`config.mk`:
```
export PLATFORM = sky130hd
export DESIGN_NAME = key_press_event_fsm_with_fifo_unit
export DESIGN_NICKNAME = d
export VERILOG_FILES = /design/src/hw/rtl/kef_pkg.sv /design/src/hw/rtl/key_press_event_fsm_with_fifo_unit.sv /design/src/hw/rtl/kef_front.sv /design/src/hw/rtl/kef_cmdq.sv /design/src/hw/rtl/kef_back.sv
export SDC_FILE = /design/constraint.sdc
export NUM_CORES = 1
export LEC_CHECK = 0
export BUFFER_PORTS_ARGS = -buffer_cell sky130_fd_sc_hd__buf_2
export CAP_MARGIN = 10
export CORE_AREA = 3 3 128 192
export DETAILED_ROUTE_END_ITERATION = 12
export DIE_AREA = 0 0 131 195
export GPL_ROUTABILITY_DRIVEN = 0
export GPL_TIMING_DRIVEN = 0
export HOLD_SLACK_MARGIN = 0.02
export PLACE_DENSITY = 0.69
export SKIP_LAST_GASP = 1
export SLEW_MARGIN = 20
export SYNTH_ARGS = -nofsm -noshare
export SYNTH_HDL_FRONTEND = slang
export SYNTH_HIERARCHICAL = 1
export SYNTH_SLANG_ARGS = --single-unit
```
`constraint.sdc`:
```
create_clock -name i_clk -period 3.6 [get_ports i_clk]
set_input_delay 0.36 -clock i_clk [delete_from_list [all_inputs] [get_ports i_clk]]
set_output_delay 0.36 -clock i_clk [all_outputs]
set_load 0.05 [all_outputs]
```
`src/hw/rtl/kef_pkg.sv`:
```
// shared types and constants for the key press event unit
`timescale 1ns / 1ps

package kef_pkg;

    localparam int KEY_W   = 8;
    localparam int KIND_W  = 2;
    localparam int CFG_IDX_W = 3;
    localparam int COUNT_W = 5;

    localparam logic [KIND_W-1:0] KIND_TICK  = 2'd0;
    localparam logic [KIND_W-1:0] KIND_POP   = 2'd1;
    localparam logic [KIND_W-1:0] KIND_FLUSH = 2'd2;

    localparam logic [CFG_IDX_W-1:0] CFG_DEBOUNCE    = 3'd0;
    localparam logic [CFG_IDX_W-1:0] CFG_LONG_PRESS  = 3'd1;
    localparam logic [CFG_IDX_W-1:0] CFG_PRESS_OFS   = 3'd2;
    localparam logic [CFG_IDX_W-1:0] CFG_SHORT_REL   = 3'd3;
    localparam logic [CFG_IDX_W-1:0] CFG_LONG_REL    = 3'd4;

    localparam logic [KEY_W-1:0] RST_DEBOUNCE   = 8'd2;
    localparam logic [KEY_W-1:0] RST_LONG_PRESS = 8'd100;
    localparam logic [KEY_W-1:0] RST_PRESS_OFS  = 8'd0;
    localparam logic [KEY_W-1:0] RST_SHORT_REL  = 8'd64;
    localparam logic [KEY_W-1:0] RST_LONG_REL   = 8'd128;

    localparam logic [KEY_W-1:0] NO_KEY     = 8'h00;
    localparam logic [KEY_W-1:0] EMPTY_CODE = 8'hFF;

    typedef enum logic [1:0] {
        PH_WAIT   = 2'd0,
        PH_LONG   = 2'd1,
        PH_REPEAT = 2'd2
    } t_phase;

    typedef struct packed {
        logic [KIND_W-1:0] kind;
        logic              push;
        logic [KEY_W-1:0]  code;
        t_phase            phase;
    } t_cmd;

endpackage

```
`src/hw/rtl/key_press_event_fsm_with_fifo_unit.sv`:
```
// top level of the key press event unit
`timescale 1ns / 1ps

// Takes one request per clock (scan tick, pop or flush) and returns exactly one
// response per request, in order. Sustained rate is one request per cycle while
// the output is not stalled: the front end classifies the request and runs the
// debounce / long press state machine in the accept cycle, a two entry command
// queue hands it to the event queue, whose single memory write port and
// registered read port produce the response register. Input ready drops only
// when the command queue is full under output backpressure. Config writes go
// straight to the front end registers and are expected while idle.

module key_press_event_fsm_with_fifo_unit #(
    parameter int QUEUE_DEPTH = 16
) (
    input  logic        i_clk,
    input  logic        i_rst_n,
    input  logic        i_cfg_we,
    input  logic [2:0]  i_cfg_idx,
    input  logic [7:0]  i_cfg_data,
    input  logic        s_axis_tvalid,
    output logic        s_axis_tready,
    input  logic [7:0]  s_axis_tdata,   // key_sample[7:0]
    input  logic [1:0]  s_axis_tuser,   // kind[1:0]
    output logic        m_axis_tvalid,
    input  logic        m_axis_tready,
    output logic [15:0] m_axis_tdata,   // read_code, queue_count, press_phase, dropped_oldest
    output logic [0:0]  m_axis_tuser    // read_valid
);

    kef_pkg::t_cmd front_cmd, q_cmd;
    logic          in_fire, q_full, q_valid, back_ready, q_pop;
    logic [kef_pkg::KEY_W-1:0]   read_code;
    logic                        read_valid, dropped_oldest;
    logic [kef_pkg::COUNT_W-1:0] queue_count;
    logic [1:0]                  press_phase;

    assign s_axis_tready = !q_full;
    assign in_fire       = s_axis_tvalid && s_axis_tready;
    assign q_pop         = q_valid && back_ready;

    kef_front u_front (
        .i_clk      (i_clk),
        .i_rst_n    (i_rst_n),
        .i_cfg_we   (i_cfg_we),
        .i_cfg_idx  (i_cfg_idx),
        .i_cfg_data (i_cfg_data),
        .i_fire     (in_fire),
        .i_kind     (s_axis_tuser),
        .i_sample   (s_axis_tdata),
        .o_cmd      (front_cmd)
    );

    kef_cmdq u_cmdq (
        .i_clk   (i_clk),
        .i_rst_n (i_rst_n),
        .i_push  (in_fire),
        .i_cmd   (front_cmd),
        .o_full  (q_full),
        .i_pop   (q_pop),
        .o_valid (q_valid),
        .o_cmd   (q_cmd)
    );

    kef_back #(
        .QUEUE_DEPTH (QUEUE_DEPTH)
    ) u_back (
        .i_clk            (i_clk),
        .i_rst_n          (i_rst_n),
        .i_valid          (q_valid),
        .i_cmd            (q_cmd),
        .o_ready          (back_ready),
        .o_valid          (m_axis_tvalid),
        .i_ready          (m_axis_tready),
        .o_read_code      (read_code),
        .o_read_valid     (read_valid),
        .o_queue_count    (queue_count),
        .o_press_phase    (press_phase),
        .o_dropped_oldest (dropped_oldest)
    );

    assign m_axis_tdata = {dropped_oldest, press_phase, queue_count, read_code};
    assign m_axis_tuser = read_valid;

endmodule

```
`src/hw/rtl/kef_front.sv`:
```
// front end: config registers, debounce and long press state machine
`timescale 1ns / 1ps

module kef_front (
    input  logic                          i_clk,
    input  logic                          i_rst_n,
    input  logic                          i_cfg_we,
    input  logic [kef_pkg::CFG_IDX_W-1:0] i_cfg_idx,
    input  logic [kef_pkg::KEY_W-1:0]     i_cfg_data,
    input  logic                          i_fire,
    input  logic [kef_pkg::KIND_W-1:0]    i_kind,
    input  logic [kef_pkg::KEY_W-1:0]     i_sample,
    output kef_pkg::t_cmd                 o_cmd
);

    logic [kef_pkg::KEY_W-1:0] r_debounce, r_long_press, r_press_ofs, r_short_rel, r_long_rel;
    kef_pkg::t_phase           r_phase, n_phase;
    logic [kef_pkg::KEY_W-1:0] r_last_key, n_last_key;
    logic [kef_pkg::KEY_W-1:0] r_tick, n_tick;
    logic                      push;
    logic [kef_pkg::KEY_W-1:0] push_code;
    logic                      tick;

    assign tick = i_fire && (i_kind == kef_pkg::KIND_TICK);

    always_ff @(posedge i_clk) begin
        if (!i_rst_n) begin
            r_debounce   <= kef_pkg::RST_DEBOUNCE;
            r_long_press <= kef_pkg::RST_LONG_PRESS;
            r_press_ofs  <= kef_pkg::RST_PRESS_OFS;
            r_short_rel  <= kef_pkg::RST_SHORT_REL;
            r_long_rel   <= kef_pkg::RST_LONG_REL;
        end else if (i_cfg_we) begin
            case (i_cfg_idx)
                kef_pkg::CFG_DEBOUNCE:   r_debounce   <= i_cfg_data;
                kef_pkg::CFG_LONG_PRESS: r_long_press <= i_cfg_data;
                kef_pkg::CFG_PRESS_OFS:  r_press_ofs  <= i_cfg_data;
                kef_pkg::CFG_SHORT_REL:  r_short_rel  <= i_cfg_data;
                kef_pkg::CFG_LONG_REL:   r_long_rel   <= i_cfg_data;
                default: ;
            endcase
        end
    end

    // next state
    always_comb begin
        n_phase    = r_phase;
        n_last_key = r_last_key;
        n_tick     = r_tick;
        if (tick) begin
            case (r_phase)
                kef_pkg::PH_WAIT: begin
                    if (i_sample == kef_pkg::NO_KEY || i_sample != r_last_key) begin
                        n_last_key = i_sample;
                        n_tick     = '0;
                    end else if (r_tick < r_debounce) begin
                        n_tick = r_tick + 8'd1;
                    end else begin
                        n_tick  = '0;
                        n_phase = kef_pkg::PH_LONG;
                    end
                end
                kef_pkg::PH_LONG: begin
                    if (i_sample == r_last_key) begin
                        if (r_tick < r_long_press) begin
                            n_tick = r_tick + 8'd1;
                        end else begin
                            n_tick  = '0;
                            n_phase = kef_pkg::PH_REPEAT;
                        end
                    end else begin
                        n_tick  = '0;
                        n_phase = kef_pkg::PH_WAIT;
                    end
                end
                kef_pkg::PH_REPEAT: begin
                    if (i_sample != r_last_key) begin
                        n_tick  = '0;
                        n_phase = kef_pkg::PH_WAIT;
                    end
                end
                default: begin
                    n_phase = kef_pkg::PH_WAIT;
                end
            endcase
        end
    end

    // event generation
    always_comb begin
        push      = 1'b0;
        push_code = r_last_key + r_press_ofs;
        if (tick) begin
            case (r_phase)
                kef_pkg::PH_WAIT: begin
                    push = (i_sample != kef_pkg::NO_KEY) && (i_sample == r_last_key)
                           && !(r_tick < r_debounce);
                end
                kef_pkg::PH_LONG: begin
                    push      = (i_sample == kef_pkg::NO_KEY) && (r_last_key != kef_pkg::NO_KEY);
                    push_code = r_last_key + r_short_rel;
                end
                kef_pkg::PH_REPEAT: begin
                    push      = (i_sample == kef_pkg::NO_KEY) && (r_last_key != kef_pkg::NO_KEY);
                    push_code = r_last_key + r_long_rel;
                end
                default: begin
                    push = 1'b0;
                end
            endcase
        end
    end

    always_ff @(posedge i_clk) begin
        if (!i_rst_n) begin
            r_phase    <= kef_pkg::PH_WAIT;
            r_last_key <= '0;
            r_tick     <= '0;
        end else begin
            r_phase    <= n_phase;
            r_last_key <= n_last_key;
            r_tick     <= n_tick;
        end
    end

    assign o_cmd.kind  = i_kind;
    assign o_cmd.push  = push;
    assign o_cmd.code  = push_code;
    assign o_cmd.phase = n_phase;

endmodule

```
`src/hw/rtl/kef_cmdq.sv`:
```
// two entry command queue between front end and event queue
`timescale 1ns / 1ps

module kef_cmdq (
    input  logic          i_clk,
    input  logic          i_rst_n,
    input  logic          i_push,
    input  kef_pkg::t_cmd i_cmd,
    output logic          o_full,
    input  logic          i_pop,
    output logic          o_valid,
    output kef_pkg::t_cmd o_cmd
);

    kef_pkg::t_cmd r_entry [2];
    logic          r_wr, r_rd;
    logic [1:0]    r_cnt;

    always_ff @(posedge i_clk) begin
        if (i_push) begin
            r_entry[r_wr] <= i_cmd;
        end
    end

    always_ff @(posedge i_clk) begin
        if (!i_rst_n) begin
            r_wr  <= 1'b0;
            r_rd  <= 1'b0;
            r_cnt <= 2'd0;
        end else begin
            if (i_push) begin
                r_wr <= ~r_wr;
            end
            if (i_pop) begin
                r_rd <= ~r_rd;
            end
            case ({i_push, i_pop})
                2'b10:   r_cnt <= r_cnt + 2'd1;
                2'b01:   r_cnt <= r_cnt - 2'd1;
                default: r_cnt <= r_cnt;
            endcase
        end
    end

    assign o_full  = (r_cnt == 2'd2);
    assign o_valid = (r_cnt != 2'd0);
    assign o_cmd   = r_entry[r_rd];

endmodule

```
`src/hw/rtl/kef_back.sv`:
```
// back end: event ring queue and result register
`timescale 1ns / 1ps

module kef_back #(
    parameter int QUEUE_DEPTH = 16
) (
    input  logic                         i_clk,
    input  logic                         i_rst_n,
    input  logic                         i_valid,
    input  kef_pkg::t_cmd                i_cmd,
    output logic                         o_ready,
    output logic                         o_valid,
    input  logic                         i_ready,
    output logic [kef_pkg::KEY_W-1:0]    o_read_code,
    output logic                         o_read_valid,
    output logic [kef_pkg::COUNT_W-1:0]  o_queue_count,
    output logic [1:0]                   o_press_phase,
    output logic                         o_dropped_oldest
);

    localparam int PTR_W = $clog2(QUEUE_DEPTH);
    localparam int CNT_W = $clog2(QUEUE_DEPTH + 1);
    localparam logic [PTR_W-1:0] LAST_PTR = PTR_W'(QUEUE_DEPTH - 1);
    localparam logic [CNT_W-1:0] FULL_CNT = CNT_W'(QUEUE_DEPTH);

    logic [kef_pkg::KEY_W-1:0] r_store [QUEUE_DEPTH];
    logic [PTR_W-1:0]          r_wr_ptr, n_wr_ptr, r_rd_ptr, n_rd_ptr;
    logic [CNT_W-1:0]          r_count, n_count;
    logic                      fire, do_push, do_pop, n_drop;
    logic [PTR_W-1:0]          wr_next, rd_next;
    logic [kef_pkg::KEY_W-1:0] r_rd_data;
    logic                      r_out_valid, r_hit, r_drop;
    logic [CNT_W-1:0]          r_out_count;
    logic [1:0]                r_phase;

    assign o_ready = !r_out_valid || i_ready;
    assign fire    = i_valid && o_ready;
    assign do_push = fire && (i_cmd.kind == kef_pkg::KIND_TICK) && i_cmd.push;
    assign do_pop  = fire && (i_cmd.kind == kef_pkg::KIND_POP) && (r_count != '0);
    assign wr_next = (r_wr_ptr == LAST_PTR) ? '0 : r_wr_ptr + PTR_W'(1);
    assign rd_next = (r_rd_ptr == LAST_PTR) ? '0 : r_rd_ptr + PTR_W'(1);

    always_comb begin
        n_wr_ptr = r_wr_ptr;
        n_rd_ptr = r_rd_ptr;
        n_count  = r_count;
        n_drop   = 1'b0;
        if (do_push) begin
            n_wr_ptr = wr_next;
            if (r_count < FULL_CNT) begin
                n_count = r_count + CNT_W'(1);
            end else begin
                n_rd_ptr = wr_next;
                n_drop   = 1'b1;
            end
        end else if (do_pop) begin
            n_rd_ptr = rd_next;
            n_count  = r_count - CNT_W'(1);
        end else if (fire && i_cmd.kind == kef_pkg::KIND_FLUSH) begin
            n_wr_ptr = '0;
            n_rd_ptr = '0;
            n_count  = '0;
        end
    end

    always_ff @(posedge i_clk) begin
        if (do_push) begin
            r_store[r_wr_ptr] <= i_cmd.code;
        end
        if (do_pop) begin
            r_rd_data <= r_store[r_rd_ptr];
        end
        if (fire) begin
            r_out_count <= n_count;
            r_phase     <= i_cmd.phase;
            r_drop      <= n_drop;
        end
    end

    always_ff @(posedge i_clk) begin
        if (!i_rst_n) begin
            r_wr_ptr    <= '0;
            r_rd_ptr    <= '0;
            r_count     <= '0;
            r_out_valid <= 1'b0;
            r_hit       <= 1'b0;
        end else begin
            r_wr_ptr <= n_wr_ptr;
            r_rd_ptr <= n_rd_ptr;
            r_count  <= n_count;
            if (fire) begin
                r_out_valid <= 1'b1;
                r_hit       <= do_pop;
            end else if (i_ready) begin
                r_out_valid <= 1'b0;
            end
        end
    end

    assign o_valid          = r_out_valid;
    assign o_read_code      = r_hit ? r_rd_data : kef_pkg::EMPTY_CODE;
    assign o_read_valid     = r_hit;
    assign o_queue_count    = kef_pkg::COUNT_W'(r_out_count);
    assign o_press_phase    = r_phase;
    assign o_dropped_oldest = r_drop;

endmodule

```
== After elaboration in Yosys (flattened, before gate mapping) ==
Memory sizes are Yosys's and may differ from the RTL's. A register that Yosys moved wholly into a read port is not among the register bits.
Index checks and enable logic that the tools add are counted.

* Register bits: 85
* Latch bits: 0
* RAM bits: 154
* Memory bits (read-only): 0
* Input bits: 26
* Output and inout port bits: 19
* Logic and storage cells: 134
* Memories kept: 2

* Add/sub/neg operators: 10
* Multipliers: 0
* Div/mod/pow operators: 0
* Order comparisons: 3
* Equality and inequality tests: 18
* Shifts and indexed selects: 0
* Mux-type cells: 40
* Bitwise gates (word level): 2
* Reduce and logical (&&, ||, !) cells: 40

{| class="wikitable"
|+ Memory list
! name !! words !! bits a word !! read ports !! clocked after memory_dff !! write ports !! line !! source
|-
| u_back.r_store || 16 || 8 || 1 || 1 || 1 || kef_back.sv:26 || <nowiki>logic [kef_pkg::KEY_W-1:0] r_store [QUEUE_DEPTH];</nowiki>
|-
| u_cmdq.r_entry || 2 || 13 || 1 || 1 || 1 || kef_cmdq.sv:15 || <nowiki>kef_pkg::t_cmd r_entry [2];</nowiki>
|}

{| class="wikitable"
|+ Operator list
! operator !! number
|-
| 2-to-1 mux 8 bit || 7
|-
| 2-to-1 mux 4 bit || 8
|-
| adder 8 bit || 3
|-
| one-hot mux 8 bit (3 select lines) || 1
|-
| 2-to-1 mux 5 bit || 4
|-
| less-than comparator 8 bit || 2
|-
| one-hot mux 8 bit (2 select lines) || 1
|-
| nonzero test 8 bit || 2
|-
| AND reduction 2 bit || 7
|-
| 2-to-1 mux 2 bit || 6
|-
| logical AND 1 bit || 11
|-
| 2-to-1 mux 1 bit || 10
|-
| adder 4 x 1 -> 4 bit (second input constant) || 2
|-
| adder 8 x 1 -> 8 bit (second input constant) || 1
|-
| equality test 2 bit (second input constant) || 4
|-
| equality test 4 bit (second input constant) || 2
|-
| equality test 8 bit || 1
|-
| logical NOT 8 bit || 1
|-
| != test 8 bit || 1
|-
| nonzero test 2 bit || 4
|-
| equality test 2 x 1 -> 1 bit (second input constant) || 3
|-
| equality test 3 x 2 -> 1 bit (second input constant) || 2
|-
| logical NOT 2 bit || 3
|-
| one-hot mux 2 bit (3 select lines) || 1
|-
| 19 further kinds || 26
|}

== Longest topological paths before layout ==
Gate-level depths: netlist (run 1).

* Word-level depth: 7
* Gate-level depth with buffers: 12
* Depth with buffers taken out: 11

== By module ==
Netlist (run 1), hierarchy kept.

{| class="wikitable"
|+ By module, submodules not included
! module !! times used !! cells each !! area an instance (um^2) !! seq. area each (um^2)
|-
| kef_back || 1 || 383 || 6538.8 || 4624.4
|-
| kef_front || 1 || 481 || 3713.6 || 1161.1
|-
| kef_cmdq || 1 || 62 || 1151.1 || 880.8
|-
| key_press_event_fsm_with_fifo_unit || 1 || 4 || 23.8 || 0.0
|}

== Worst setup path before layout (run 1) ==
No wires, ideal clock.

* Path kind: register to register
* Start point: reg u_front.r_phase[0]
* End point: mem u_cmdq/r_entry[0][8] (netlist name) (data pin)
* Library setup time: 0.268 ns
* Arrival: 2.685 ns
* Required time: 3.332 ns
* Setup slack: 0.647 ns
* Stages on the path, launching flop included: 13
* Buffers on the path: 1
* Period minus slack after synthesis: 2.953 ns
* Path through: dfxtp_1 -> inv_1 -> ha_1 -> buf_6 -> mux2_2 -> ha_1 -> fa_1 -> a21o_1 -> a21oi_1 -> o21bai_1 -> a2111o_1 -> o21ai_0 -> nor3_1

{| class="wikitable"
|+ RTL lines
! what !! line !! source
|-
| start: declaration || kef_front.sv:17 || <nowiki>kef_pkg::t_phase r_phase, n_phase;</nowiki>
|-
| start signal: assignment || kef_front.sv:116 || <nowiki>r_phase <= kef_pkg::PH_WAIT;</nowiki>
|-
| start signal: assignment || kef_front.sv:120 || <nowiki>r_phase <= n_phase;</nowiki>
|-
| end: declaration || kef_cmdq.sv:15 ||
|}

==> run summary, run 1 <==
The largest total area in the synthesized netlist belongs to sky130_fd_sc_hd__edfxtp_1. The tools report the starting utilization of the core area as 49.56%. The dominant combinational cell family by area after synthesis is simple AND/OR/NAND/NOR gates. For the final routed database, the setup TNS stands at 0 ps. The switching share of total power was 28.13%. Setup violations remaining at the end of the flow were counted as 0. The startpoint identified for the worst register-to-register timing path is u_front/r_phase[0]. The commonest cells after synthesis are 170 x sky130_fd_sc_hd__edfxtp_1, 116 x sky130_fd_sc_hd__nand2_1, 83 x sky130_fd_sc_hd__a21oi_1.

After the first detailed-routing iteration, the DRC count stood at 566. The logs give 0 for the count of final max-slew check failures and 3840 ps for the worst endpoint required time. The critical path is of the reg -> reg type. The highest net fanout along the worst path came out at 10. Global routing used 19.50% of the available tracks across all layers. CTS placed an instance of sky130_fd_sc_hd__clkbuf_16 at the clock tree root. Global routing used 23.12% of the available met1 tracks. Power spread over the standard cell area amounts to 567.9 nW/µm². In the post-synthesis netlist, the biggest area contributors are sky130_fd_sc_hd__edfxtp_1 45%, sky130_fd_sc_hd__dfxtp_1 14%, sky130_fd_sc_hd__mux4_2 6.3%.

VDD sags by at most 0.3636 mV. The most frequent cell on the critical path is sky130_fd_sc_hd__ha_1. Counting flops and latches in the post-synthesis netlist gives 248. The worst register-to-register path ends at u_cmdq/r_entry[0][8]. Shortest clock period the worst path allows after layout: 3341 ps.

The maximum operating frequency was 299.3 MHz. Area used by multi-input combinational logic: 4402 µm². The min-delay analysis places its worst path in the category in -> reg. The arrival time reported for the critical path endpoint was 3590 ps. Clock sink total: 248. In the synthesized netlist the dominant register cell turns out to be sky130_fd_sc_hd__edfxtp_1. The tools report the timing startpoint of the critical path as u_front/r_phase[0]. In this run the most critical hold path is launched from s_axis_tdata[2]. The area share of the largest cell type after synthesis is 44.67%. The Yosys step of the flow raised 6 warnings. Once detail routing completed, the nets flagged for antenna violations numbered 0. The tools report the number of levels in the clock H-tree as 1.

The synthesis-to-finish area growth came out at 12.32%. The first-pass detailed-route iteration total is 5, and the number of non-filler instances in the completed layout is 1333. Area share of fa/ha/maj cells after synthesis: 4.840%. Among all cell types in the netlist, the one instantiated most often is sky130_fd_sc_hd__edfxtp_1.

The tools report the post-layout worst setup margin as 258.6 ps. After Yosys synthesis, and, or, nand and nor cells account for 12.31% of the synthesized area. Clock-pin slew was measured on the worst setup and hold paths at 60 ps.

For the initial antenna violation count, the log shows 0. The share of layout cells above drive strength 1 works out to 16.99%. For this design the total switching power over the nets is 2.050 mW. Setup repair after global routing left no endpoint under its margin.

The tool flagged a number of max-cap violations equal to 0. The mean instance size in the synthesized netlist works out to 12.29 µm². The standard cell with the maximum stage delay on the critical path was sky130_fd_sc_hd__a2111o_1. The first-pass GRT wire length was 39210 µm; the compound-cell area share of the yosys netlist was 9.438%. The layout has 1946 filler cells.

Summed over all cells, the static leakage comes to 4.400 nW. For the total die area, the log shows 25550 µm². The cell count after placement came out at 1289. The height of the chip is 195 µm.

The tools report the part of the power in the clock network as 33.1%. Counting every net in the synthesized netlist gives 999. TritonCTS built the clock tree.

For this run, design rule violations remaining after detail routing come to 0. For the worst-skew pair, the clock arrives at the later sink with an insertion delay of 520 ps. The clock tree skew after final layout is 17.89 ps, and the CTS buffer count is 24.

For this run the aggregate overflow at the end of global routing stands at 0. The floorplan has 68 rows. Once the clock tree was built, the resizer swapped 0 gates to a different size. The repair_antennas step left the layout with diodes totalling 0. The multiplexer fraction of the synthesized cell area is 10.13%, and the routing usage on met3 is 2.080%. The total power draw is 7.289 mW, and the via density per instance is 5.561. In this run the cell area of the synthesized design comes to 11430 µm². The run gives 71 as the unique cell type count in the Yosys netlist. Counting flops with a built-in enable in the synthesized netlist gives 170. The die is 131 µm wide. The critical path contains buffers and inverters numbering 2 combined. The length in cells of the worst reg-to-reg path works out to 12. The maximum number of pins on one net before global-route repair was 17.

The run gives 40.21% as the relative max-transition margin. The run finished with clean final reports. The family with the most delay on the worst path is compound AO/OA/AOI/OAI gates. The tools report the area of all sequential standard cells as 6666 µm². The tools report the type of origin of the critical path as a flip-flop. In this run the worst setup path terminates at u_cmdq/r_entry[0][8]. Measured on the finished design, the core utilization comes to 55.67%. The combinational share of power was 20.1%; the number of setup buffers added after CTS was 0. met2 is the most crowded layer. For this design the top-level I/O count stands at 45.

Dividing the final minimum period by the clock period gives 92.82%. At the pin with the least slew margin, the transition time is 874.2 ps. The logic depth of the worst setup path including buffers was 12; the placed wire-length estimate was 17660 µm. Global routing used 35.27% of the available met2 tracks. For this run, the slowest stage of the critical path takes 420 ps. Wires add up to 24560 µm. For this run, the post-layout net count is 1069. Summing the sequential cell areas from Yosys gives 58.34% of the chip area. In the synthesized netlist the async set-or-reset flop fraction comes to 0%. The part of the total power dissipated in sequential elements was 46.8%. The routed layout has 7413 vias. Hold repair after CTS inserted 0 buffers. The reg2reg setup slack is 260 ps, and the fraction of synthesized cell area in xor and xnor cells is 1.610%. The worst-case clock buffer depth is 3, and the cell-internal power is 5.239 mW. The signal on the critical path passes through inv_1, ha_1, buf_6, mux2_2, ha_1, fa_1, a21o_1, a21oi_1, o21bai_1, a2111o_1, o21ai_0, nor3_1.

The worst setup path is captured at a flip-flop. In the final routed layout, each cell accounts on average for 18.43 µm. The run gives 0 as the number of endpoints with negative hold slack in the final report. The cell count after synthesis is 930. The area of the placeable core is 23060 µm², and the number of input and output port buffers inserted is 44. The tools report the worst-case setup slack after placement as 304.6 ps.

For the via count of the first global-routing pass, the log shows 7438.
[kinds of logic after synthesis]
family	Yosys count
compound gates	172
simple gates	286
xor+xnor	21
flops	248
mux	73
fa+ha+maj	43
buf+inv	87
[sequential cells by signal (all words and copies together) (netlist names), 2 cells and up, named ones only]
name	flops
u_back/r_store	128
u_cmdq/r_entry	26
u_back/r_rd_data	8
u_front/r_debounce	8
u_front/r_last_key	8
u_front/r_long_press	8
u_front/r_long_rel	8
u_front/r_press_ofs	8
u_front/r_short_rel	8
u_front/r_tick	8
u_back/o_queue_count	5
u_back/r_count	5
u_back/r_rd_ptr	4
u_back/r_wr_ptr	4
u_back/o_press_phase	2
u_cmdq/r_cnt	2
u_front/r_phase	2
[worst register-to-register path, cell delays in order, from the launching register on]
cell                       delay (ps)
sky130_fd_sc_hd__dfxtp_1          360
sky130_fd_sc_hd__inv_1            100
sky130_fd_sc_hd__ha_1             300
sky130_fd_sc_hd__buf_6            210
sky130_fd_sc_hd__mux2_2           370
sky130_fd_sc_hd__ha_1             210
sky130_fd_sc_hd__fa_1             410
sky130_fd_sc_hd__a21o_1           190
sky130_fd_sc_hd__a21oi_1          210
sky130_fd_sc_hd__o21bai_1         120
sky130_fd_sc_hd__a2111o_1         420
sky130_fd_sc_hd__o21ai_0           90
sky130_fd_sc_hd__nor3_1            80
[stage by stage]
| stage | hold slack (ps) | area, µm² |
|---|---|---|
| finish | 126.7 | 12830 |
| global route | 142.7 | 12830 |
| floorplan | 431.5 | 11430 |
| detailed placement | 445.3 | 12060 |
| global placement | 437.9 | 12040 |
| CTS | 109.7 | 12830 |
[final cells by class]
class                   count  area share (%)
flip-flops and latches    248           51.94
multi-input cells         595           34.30
clock buffers              31           5.518
well taps                 315           3.071
repair buffers             44           1.716
plain buffers              41           1.628
inverters                  46           1.345
clock inverters            13          0.4874
[power by group through the flow]
stage / clock network, mW / registers [mW] / logic (mW)
floorplan: 0 / 3.60 / 0.909
global placement: 0 / 3.47 / 1.45
detailed placement: 0 / 3.47 / 1.47
CTS: 2.47 / 3.41 / 1.48
global route: 2.57 / 3.43 / 1.58
finish: 2.41 / 3.41 / 1.47
[cell usage in the layout (no fill, tap or decap), types with 5 or more instances in the layout]
master                      instances
sky130_fd_sc_hd__nand3_1           17
sky130_fd_sc_hd__xnor2_1           17
sky130_fd_sc_hd__clkinv_2           5
sky130_fd_sc_hd__and3_1             6
sky130_fd_sc_hd__buf_4             10
sky130_fd_sc_hd__mux4_2            32
sky130_fd_sc_hd__nand4_1            6
sky130_fd_sc_hd__nand2b_1          11
sky130_fd_sc_hd__nor4_1             5
sky130_fd_sc_hd__and2_1             8
sky130_fd_sc_hd__buf_2             46
sky130_fd_sc_hd__or2_2              7
sky130_fd_sc_hd__nor2_1            44
sky130_fd_sc_hd__a21oi_1           83
sky130_fd_sc_hd__nand2_1          116
sky130_fd_sc_hd__o21ai_0           18
sky130_fd_sc_hd__nor3b_1            5
sky130_fd_sc_hd__clkbuf_16         25
sky130_fd_sc_hd__a311oi_1           5
sky130_fd_sc_hd__o211ai_1           7
sky130_fd_sc_hd__mux2i_1           20
sky130_fd_sc_hd__ha_1              41
sky130_fd_sc_hd__clkbuf_1          24
sky130_fd_sc_hd__a211oi_1          16
sky130_fd_sc_hd__inv_1             50
sky130_fd_sc_hd__a21o_1             5
sky130_fd_sc_hd__edfxtp_1         170
sky130_fd_sc_hd__mux2_2            21
sky130_fd_sc_hd__clkbuf_8           6
sky130_fd_sc_hd__dfxtp_1           78
sky130_fd_sc_hd__nor3_1            15
sky130_fd_sc_hd__nor2b_1           17
sky130_fd_sc_hd__a31oi_1            5
[how the worst min path moves through the flow]
| stage | to | slack (ps) | depth (start not counted) |
|---|---|---|---|
| 2_1_floorplan | u_front/r_long_press[0] | 430 | 2 |
| 3_3_place_gp | u_front/r_long_rel[2] | 440 | 2 |
| 3_5_place_dp | u_front/r_short_rel[3] | 450 | 2 |
| 4_1_cts | u_front/r_last_key[2] | 110 | 3 |
| 5_1_grt | u_front/r_last_key[0] | 140 | 3 |
| 6_report | u_front/r_last_key[2] | 130 | 3 |
[metal layers]
metal | wire length [µm] | part of all wire, % | vias to the layer above
li1 | - | - | 3576
met1 | 9492 | 39 | 3617
met2 | 13220 | 54 | 162
met3 | 887 | 3.6 | 58
met4 | 963 | 3.9 | 0
met5 | 0 | 0 | -
Power figures use the tool's default switching activity.
==> inputs of run 2 (changes only) <==
--- a/config.mk
+++ b/config.mk
@@ -14,6 +14,7 @@
 export GPL_TIMING_DRIVEN = 0
 export HOLD_SLACK_MARGIN = 0.02
 export PLACE_DENSITY = 0.69
+export SETUP_SLACK_MARGIN = 0.2
 export SKIP_LAST_GASP = 1
 export SLEW_MARGIN = 20
 export SYNTH_ARGS = -nofsm -noshare
==> constraint.sdc (replaced) <==
create_clock -name i_clk -period 3.1 [get_ports i_clk]
set_input_delay 0.31 -clock i_clk [delete_from_list [all_inputs] [get_ports i_clk]]
set_output_delay 0.31 -clock i_clk [all_outputs]
set_load 0.05 [all_outputs]
==> run summary, run 2 (synthesis results as in run 1) <==
The flow ran to the end, and the final reports show no timing, DRC or antenna violations. Launch instance of the worst register-to-register path: u_front/r_phase[0]. The tools report the maximum operating frequency as 355.2 MHz (+19%). For the via count of the first global-routing pass, the log shows 7352 (-1.2%). The most frequent standard cell in the layout excluding fill and tap cells was sky130_fd_sc_hd__edfxtp_1.

The startpoint identified for the worst hold timing path is s_axis_tdata[2]. The tools report the DRC marker count from the first detailed-route iteration as 553 (-2.3%). The run gives 3350 ps (-490 ps) as the worst endpoint required time. The capture instance of the worst register-to-register path is u_cmdq/r_entry[1][8]. Number of non-filler instances in the completed layout: 1343 (+0.75%). The tools report the first-pass detailed-route iteration total as 5 (unchanged). The wire length per cell works out to 18.46 µm (+0.19%).

The arrival time reported for the critical path endpoint is 3070 ps (-520 ps). The cell count of the worst hold path was 3 (unchanged); the clock sink total was 248 (unchanged). The total global routing overflow was 0 (unchanged); the measured slew at the worst slew-check pin was 897.6 ps (+23.39 ps). The share of layout cells above drive strength 1 works out to 20.91% (+3.9 points). Compared with the post-synthesis result, the final layout area differs by 16.28%. TritonCTS built the clock tree. The number of nets still failing antenna checks after routing is 0 (unchanged), and the I/O pin count is 45 (unchanged). For the post-layout worst setup margin, the log shows 284.5 ps (+25.92 ps). The length in cells of the worst reg-to-reg path works out to 12 (unchanged).

Traced cell by cell, the critical path runs through inv_4, ha_4, buf_8, mux2_4, ha_4, fa_2, a21o_1, a21oi_2, o21bai_1, a2111o_1, o21ai_2, nor3_2. For the cell count after placement, the log shows 1289 (unchanged). STA classifies the critical path startpoint as a flip-flop.

The clock tree skew after final layout was 18.48 ps (+0.5937 ps). The height of the chip works out to 195 µm (unchanged). The reg2reg setup slack was 280 ps (+30 ps). The most frequent cell on the critical path was sky130_fd_sc_hd__ha_4. The total die area came out at 25550 µm² (unchanged). The shortest clock period the worst path allows after layout was 2815 ps (-525.9 ps). For the peak supply drop, the log shows 0.4124 mV (+13%). Following the worst setup path forward leads to its endpoint at u_cmdq/r_entry[1][8]. The via density per instance is 5.521 (-0.72%).

Area of all sequential standard cells: 6673 µm² (about the same). The hold-fix buffer count after cts was 0 (unchanged). The count of final setup violators came out at 0 (unchanged). The clock root buffer was sky130_fd_sc_hd__clkbuf_16. The worst-case clock buffer depth was 3 (unchanged). The clock-pin slew reported for the worst setup and hold paths after clock tree synthesis is 60 ps (about the same), and the placed wire-length estimate is 17430 µm (-1.3%). The most flop-heavy register is u_back/r_store. Setup repair after global routing could not meet its margin everywhere.

The relative max-transition margin is 39.65% (-0.56 points), and the cell leakage power is 4.506 nW (+2.4%). The total number of vias is 7415 (+0.027%). The logs give 1 (unchanged) for the number of levels in the clock H-tree and 19.63% (+0.13 points) for the all-layer global routing usage. The starting utilization of the core area is 49.56% (unchanged). The top cell types in the final layout, fill and taps aside, are 170 x sky130_fd_sc_hd__edfxtp_1, 112 x sky130_fd_sc_hd__nand2_1, 82 x sky130_fd_sc_hd__a21oi_1. The run gives 0 (unchanged) as the initial antenna violation count. The area used by multi-input combinational logic came out at 4592 µm² (+4.3%). The timing startpoint of the critical path was u_front/r_phase[0]. The tools report the kind of end point of the critical path as a flip-flop. Class of the most critical setup path: reg -> reg. The number of endpoints with negative hold slack in the final report was 0 (unchanged); the count of final max-slew check failures was 0 (unchanged). The power density over the cells is 661.6 nW/µm² (+17%), and the worst-case setup slack after placement is -191.5 ps (-496.1 ps).

The highest net fanout along the worst path works out to 4 (-6). The flip-flop count of the largest register, all copies and words added works out to 128 (unchanged). The clock latency of the later-clocked register in the worst-skew pair is 530 ps (about the same). The number of nets at the end of the flow is 1079 (+0.94%). Type of the most critical hold path: in -> reg. The maximum cell stage delay along the critical path works out to 390 ps (-30 ps). The largest registers in the layout are u_back/r_store: 128 flops, u_cmdq/r_entry: 26 flops.

The number of input and output port buffers inserted was 44 (unchanged); the number of filler cells placed in the layout was 1883 (-3.2%). The number of diodes added for antenna fixing is 0 (unchanged), and the portion of the clock cycle consumed by the worst path in the final layout is 90.82% (-2.0 points). The standard cell with the maximum stage delay on the critical path is sky130_fd_sc_hd__a2111o_1. The area of the placeable core came out at 23060 µm² (unchanged).

For the total wirelength of the detailed-routed design, the log shows 24800 µm (+0.94%). The count of standard-cell rows was 68 (unchanged); the number of design rule violations left after detail routing was 0 (unchanged). The first-pass GRT wire length is 39590 µm (+0.97%), and the CTS buffer count is 24 (unchanged).

The die span in x was 131 µm (unchanged); the max-capacitance violation count was 0 (unchanged). The maximum number of pins on one net before global-route repair is 17 (unchanged).
## run 2: cell types whose count changed in the layout (fill, tap and decap cells not counted), sizes merged
cell / before / now
buf: 61 / 71
clkbuf: 55 / 59
inv: 52 / 48
bufinv: 0 / 2
clkinv: 7 / 5
## run 2: where the power goes
group	leakage [nW]	internal, mW	switching [mW]	total [mW]
combinational	1.88	0.603	1.11	1.71
sequential	2.19	3.89	0.0707	3.96
clock	0.439	1.91	1.21	3.12
total	4.51	6.40	2.39	8.79
## run 2: worst max-delay path: cells and delay by family (launching register included)
kind / cells / cell delay (ps)
AOI/OAI and AO/OA: 5 / 930
adders and majority gates: 3 / 700
buffers and inverters: 2 / 170
DFF: 1 / 370
muxes: 1 / 310
and+or+nand+nor: 1 / 60
## run 2: how the worst min path moves through the flow
stage,end,slack [ps]
6_report,u_front/r_last_key[2],60
2_1_floorplan,u_cmdq/r_wr,430
3_3_place_gp,u_front/r_long_rel[2],440
3_5_place_dp,u_front/r_long_rel[0],450
5_1_grt,u_front/r_long_press[1],80
4_1_cts,u_front/r_last_key[2],60
## run 2: metal layers
| metal | vias up | GRT usage (%) | routed length (µm) |
|---|---|---|---|
| met5 | - | 0 | 0 |
| li1 | 3605 | - | - |
| met4 | 0 | 6.252 | 710 |
| met2 | 163 | 35.64 | 13580 |
| met1 | 3595 | 23.75 | 9621 |
| met3 | 52 | 2.463 | 879 |
## run 2: stage by stage
| step | TNS (ps) | util (%) | instance area [µm²] | hold slack [ps] | total power, mW |
|---|---|---|---|---|---|
| finish | 0 | 57.63 | 13290 | 64.84 | 8.792 |
| global route | 0 | 57.63 | 13290 | 76.76 | 9.161 |
| CTS | 0 | 57.26 | 13200 | 56.25 | 8.869 |
| detailed placement | -17170 | 52.35 | 12070 | 447.0 | 5.732 |
| global placement | -25310 | 52.25 | 12050 | 438.2 | 5.706 |
| floorplan | 0 | - | 11430 | 427.5 | 5.232 |
## run 2: timing repair
| action | in CTS | in global routing |
|---|---|---|
| pin swaps | 5 | 5 |
| setup endpoints to repair | 132 | 128 |
| buffers inserted | 7 | 3 |
| gates resized for setup | 40 | 13 |
## run 2: final cells by class
cell class | instances | area share, %
sequential | 248 | 50.22
multi-input combinational | 595 | 34.56
clock buffer | 35 | 5.847
tap | 315 | 2.966
timing repair buffer | 54 | 2.693
buffer | 41 | 1.648
inverter | 46 | 1.318
clock inverter | 9 | 0.7533
==> inputs of run 3 (changes only) <==
--- a/config.mk
+++ b/config.mk
@@ -13,6 +13,7 @@
 export GPL_ROUTABILITY_DRIVEN = 0
 export GPL_TIMING_DRIVEN = 0
 export HOLD_SLACK_MARGIN = 0.02
+export MAX_ROUTING_LAYER = met4
 export PLACE_DENSITY = 0.69
 export SETUP_SLACK_MARGIN = 0.2
 export SKIP_LAST_GASP = 1
==> constraint.sdc (replaced) <==
create_clock -name i_clk -period 3.1 [get_ports i_clk]
set_input_delay 0.31 -clock i_clk [delete_from_list [all_inputs] [get_ports i_clk]]
set_output_delay 0.31 -clock i_clk [all_outputs]
set_load 0.005 [all_outputs]
==> run summary, run 3 (synthesis results as in run 1) <==
The wire length per cell came out at 18.46 µm (about the same). The run gives 17.98 ps (-0.5015 ps) as the clock tree skew after final layout. The kind of end point of the critical path is a flip-flop. The number of input and output port buffers inserted works out to 44 (unchanged). The highest net fanout along the worst path was 4 (unchanged); the count of final setup violators was 0 (unchanged).

TritonCTS built the clock tree. STA classifies the critical path startpoint as a flip-flop. The relative max-transition margin came out at 38.98% (-0.67 points).

The cell that appears most often on the critical path is sky130_fd_sc_hd__ha_4. The number of nets at the end of the flow was 1079 (unchanged). The clock sink total is 248 (unchanged), and the maximum cell stage delay along the critical path is 390 ps (about the same). Among all stages on the critical path, the largest delay is contributed by sky130_fd_sc_hd__a2111o_1. Arrival time reported for the critical path endpoint: 3070 ps (about the same). The height of the chip came out at 195 µm (unchanged). The total global routing overflow is 0 (unchanged).

For the worst endpoint required time, the log shows 3350 ps (about the same). The worst-case clock buffer depth was 3 (unchanged). The clock-pin slew reported for the worst setup and hold paths after clock tree synthesis is 60 ps (about the same), and the area of the placeable core is 23060 µm² (unchanged). The critical path in this run is classified as reg -> reg. For the number of design rule violations left after detail routing, the log shows 0 (unchanged). For the CTS buffer count, the log shows 24 (unchanged). The run finished with clean final reports. Max-capacitance violation count: 0 (unchanged).

The logs give 779 µm (-11%) for the wire length on met3 and 7338 (-0.19%) for the via count of the first global-routing pass. The initial antenna violation count is 0 (unchanged), and the post-route met1 wirelength is 9657 µm (+0.37%). The logs give 1883 (unchanged) for the number of filler cells placed in the layout and 4.506 nW (unchanged) for the cell leakage power. The number of nets still failing antenna checks after routing came out at 0 (unchanged). Leaving out fill and tap cells, the most frequent cells in the layout are 170 x sky130_fd_sc_hd__edfxtp_1, 112 x sky130_fd_sc_hd__nand2_1, 82 x sky130_fd_sc_hd__a21oi_1. The most flop-heavy register is u_back/r_store. For the hold-fix buffer count after cts, the log shows 0 (unchanged). The maximum operating frequency was 354.7 MHz (-0.14%); the maximum number of pins on one net before global-route repair was 17 (unchanged). All-layer global routing usage: 20.21% (+0.57 points). For the count of standard-cell rows, the log shows 68 (unchanged). Walking the worst path, the cells encountered are inv_4, ha_4, buf_8, mux2_4, ha_4, fa_2, a21o_1, a21oi_2, o21bai_1, a2111o_1, o21ai_2, nor3_2. First-pass GRT wire length: 39580 µm (about the same).

The largest registers in the layout are u_back/r_store: 128 flops, u_cmdq/r_entry: 26 flops. On the critical path the largest part of the delay comes from compound AO/OA/AOI/OAI gates. The tools report the peak supply drop as 0.3947 mV (-4.3%). The starting utilization of the core area was 49.56% (unchanged); the portion of the clock cycle consumed by the worst path in the final layout was 90.95% (+0.13 points).

Die span in x: 131 µm (unchanged). The I/O pin count is 45 (unchanged). The placed wire-length estimate is 17430 µm (unchanged), and the DRC marker count from the first detailed-route iteration is 521 (-5.8%).

The total wirelength of the detailed-routed design was 24790 µm (about the same); the worst hold slack was 72.66 ps (+7.813 ps). Most frequent standard cell in the layout excluding fill and tap cells: sky130_fd_sc_hd__edfxtp_1. Setup repair after global routing could not meet its margin everywhere.

The power density over the cells is 647.9 nW/µm² (-2.1%), and the post-layout worst setup margin is 280.5 ps (-4.013 ps). The shortest clock period the worst path allows after layout is 2820 ps (+4.013 ps). Type of the most critical hold path: in -> reg. For the count of final max-slew check failures, the log shows 0 (unchanged). The first-pass detailed-route iteration total is 4 (-1). The worst-case setup slack after placement was -191.5 ps (unchanged); the number of endpoints with negative hold slack in the final report was 0 (unchanged).

The cell count after placement came out at 1289 (unchanged). The number of non-filler instances in the completed layout came out at 1343 (unchanged). The tools report the standard cell area after detailed placement as 12070 µm² (unchanged). The number of diodes added for antenna fixing is 0 (unchanged).

The highest layer used for signal routing was met4. The total negative slack came out at 0 ps (unchanged). The logs give 25550 µm² (unchanged) for the total die area and 13290 µm² (unchanged) for the finished layout cell area.

The via density per instance is 5.523 (about the same), and the buffer and inverter count on the worst path is 2 (unchanged). Clock tree synthesis selected as its root buffer the cell sky130_fd_sc_hd__clkbuf_16. The measured slew at the worst slew-check pin works out to 907.5 ps (+9.944 ps). The total number of vias was 7417 (+0.027%).

The share of layout cells above drive strength 1 was 20.91% (unchanged); the flip-flop count of the largest register, all copies and words added was 128 (unchanged). For the clock latency of the later-clocked register in the worst-skew pair, the log shows 520 ps (about the same). The run gives 13590 µm (about the same) as the routed wire length on met2.

The synthesis-to-finish area growth is 16.28% (unchanged), and the number of levels in the clock H-tree is 1 (unchanged).
-- run 3: repair_timing --
item / 4_1_cts / 5_1_grt
setup buffers: 7 / 3
endpoints found under the hold margin: 0 / 0
pin swaps: 5 / 5
gates resized for setup: 40 / 13
endpoints found under the setup margin: 132 / 129
-- run 3: area by class of cell --
class | count | area (µm²) | share of cell area (%)
sequential | 248 | 6673 | 50.22
multi-input combinational | 595 | 4592 | 34.56
clock buffer | 35 | 777.0 | 5.847
tap | 315 | 394.1 | 2.966
timing repair buffer | 54 | 357.8 | 2.693
buffer | 41 | 219.0 | 1.648
inverter | 46 | 175.2 | 1.318
clock inverter | 9 | 100.1 | 0.7533
-- run 3: final timing paths --
| kind | from | to | slack (ps) | cells past startpoint |
|---|---|---|---|---|
| min reg2reg | u_front/r_long_rel[1] | u_front/r_long_rel[1] | 450 | 2 |
| min | s_axis_tdata[2] | u_front/r_last_key[2] | 70 | 3 |
| max | u_front/r_phase[0] | u_cmdq/r_entry[1][8] | 280 | 12 |
| max reg2reg | u_front/r_phase[0] | u_cmdq/r_entry[1][8] | 280 | 12 |
-- run 3: layer usage --
| metal | track usage, % | vias to the layer above |
|---|---|---|
| met3 | 2.463 | 56 |
| met5 | - | - |
| met1 | 23.71 | 3623 |
| li1 | - | 3607 |
| met2 | 35.70 | 131 |
| met4 | 6.252 | 0 |
-- run 3: power breakdown --
part	total (mW)	switching [mW]	leakage, nW	internal [mW]
sequential	3.96	0.0710	2.19	3.89
combinational	1.53	0.929	1.88	0.602
clock	3.12	1.21	0.439	1.91
total	8.61	2.21	4.51	6.40
-- run 3: worst min-delay path, cell delays in order --
cell                      delay [ps]
sky130_fd_sc_hd__buf_2           110
sky130_fd_sc_hd__mux2i_1          70
sky130_fd_sc_hd__nor2_1           70
-- run 3: stage by stage --
| stage | total power [mW] | util, % |
|---|---|---|
| 6_report | 8.610 | 57.63 |
| 4_1_cts | 8.681 | 57.26 |
| 5_1_grt | 8.972 | 57.63 |
| 3_3_place_gp | 5.518 | 52.25 |
| 2_1_floorplan | 5.042 | - |
| 3_5_place_dp | 5.544 | 52.35 |
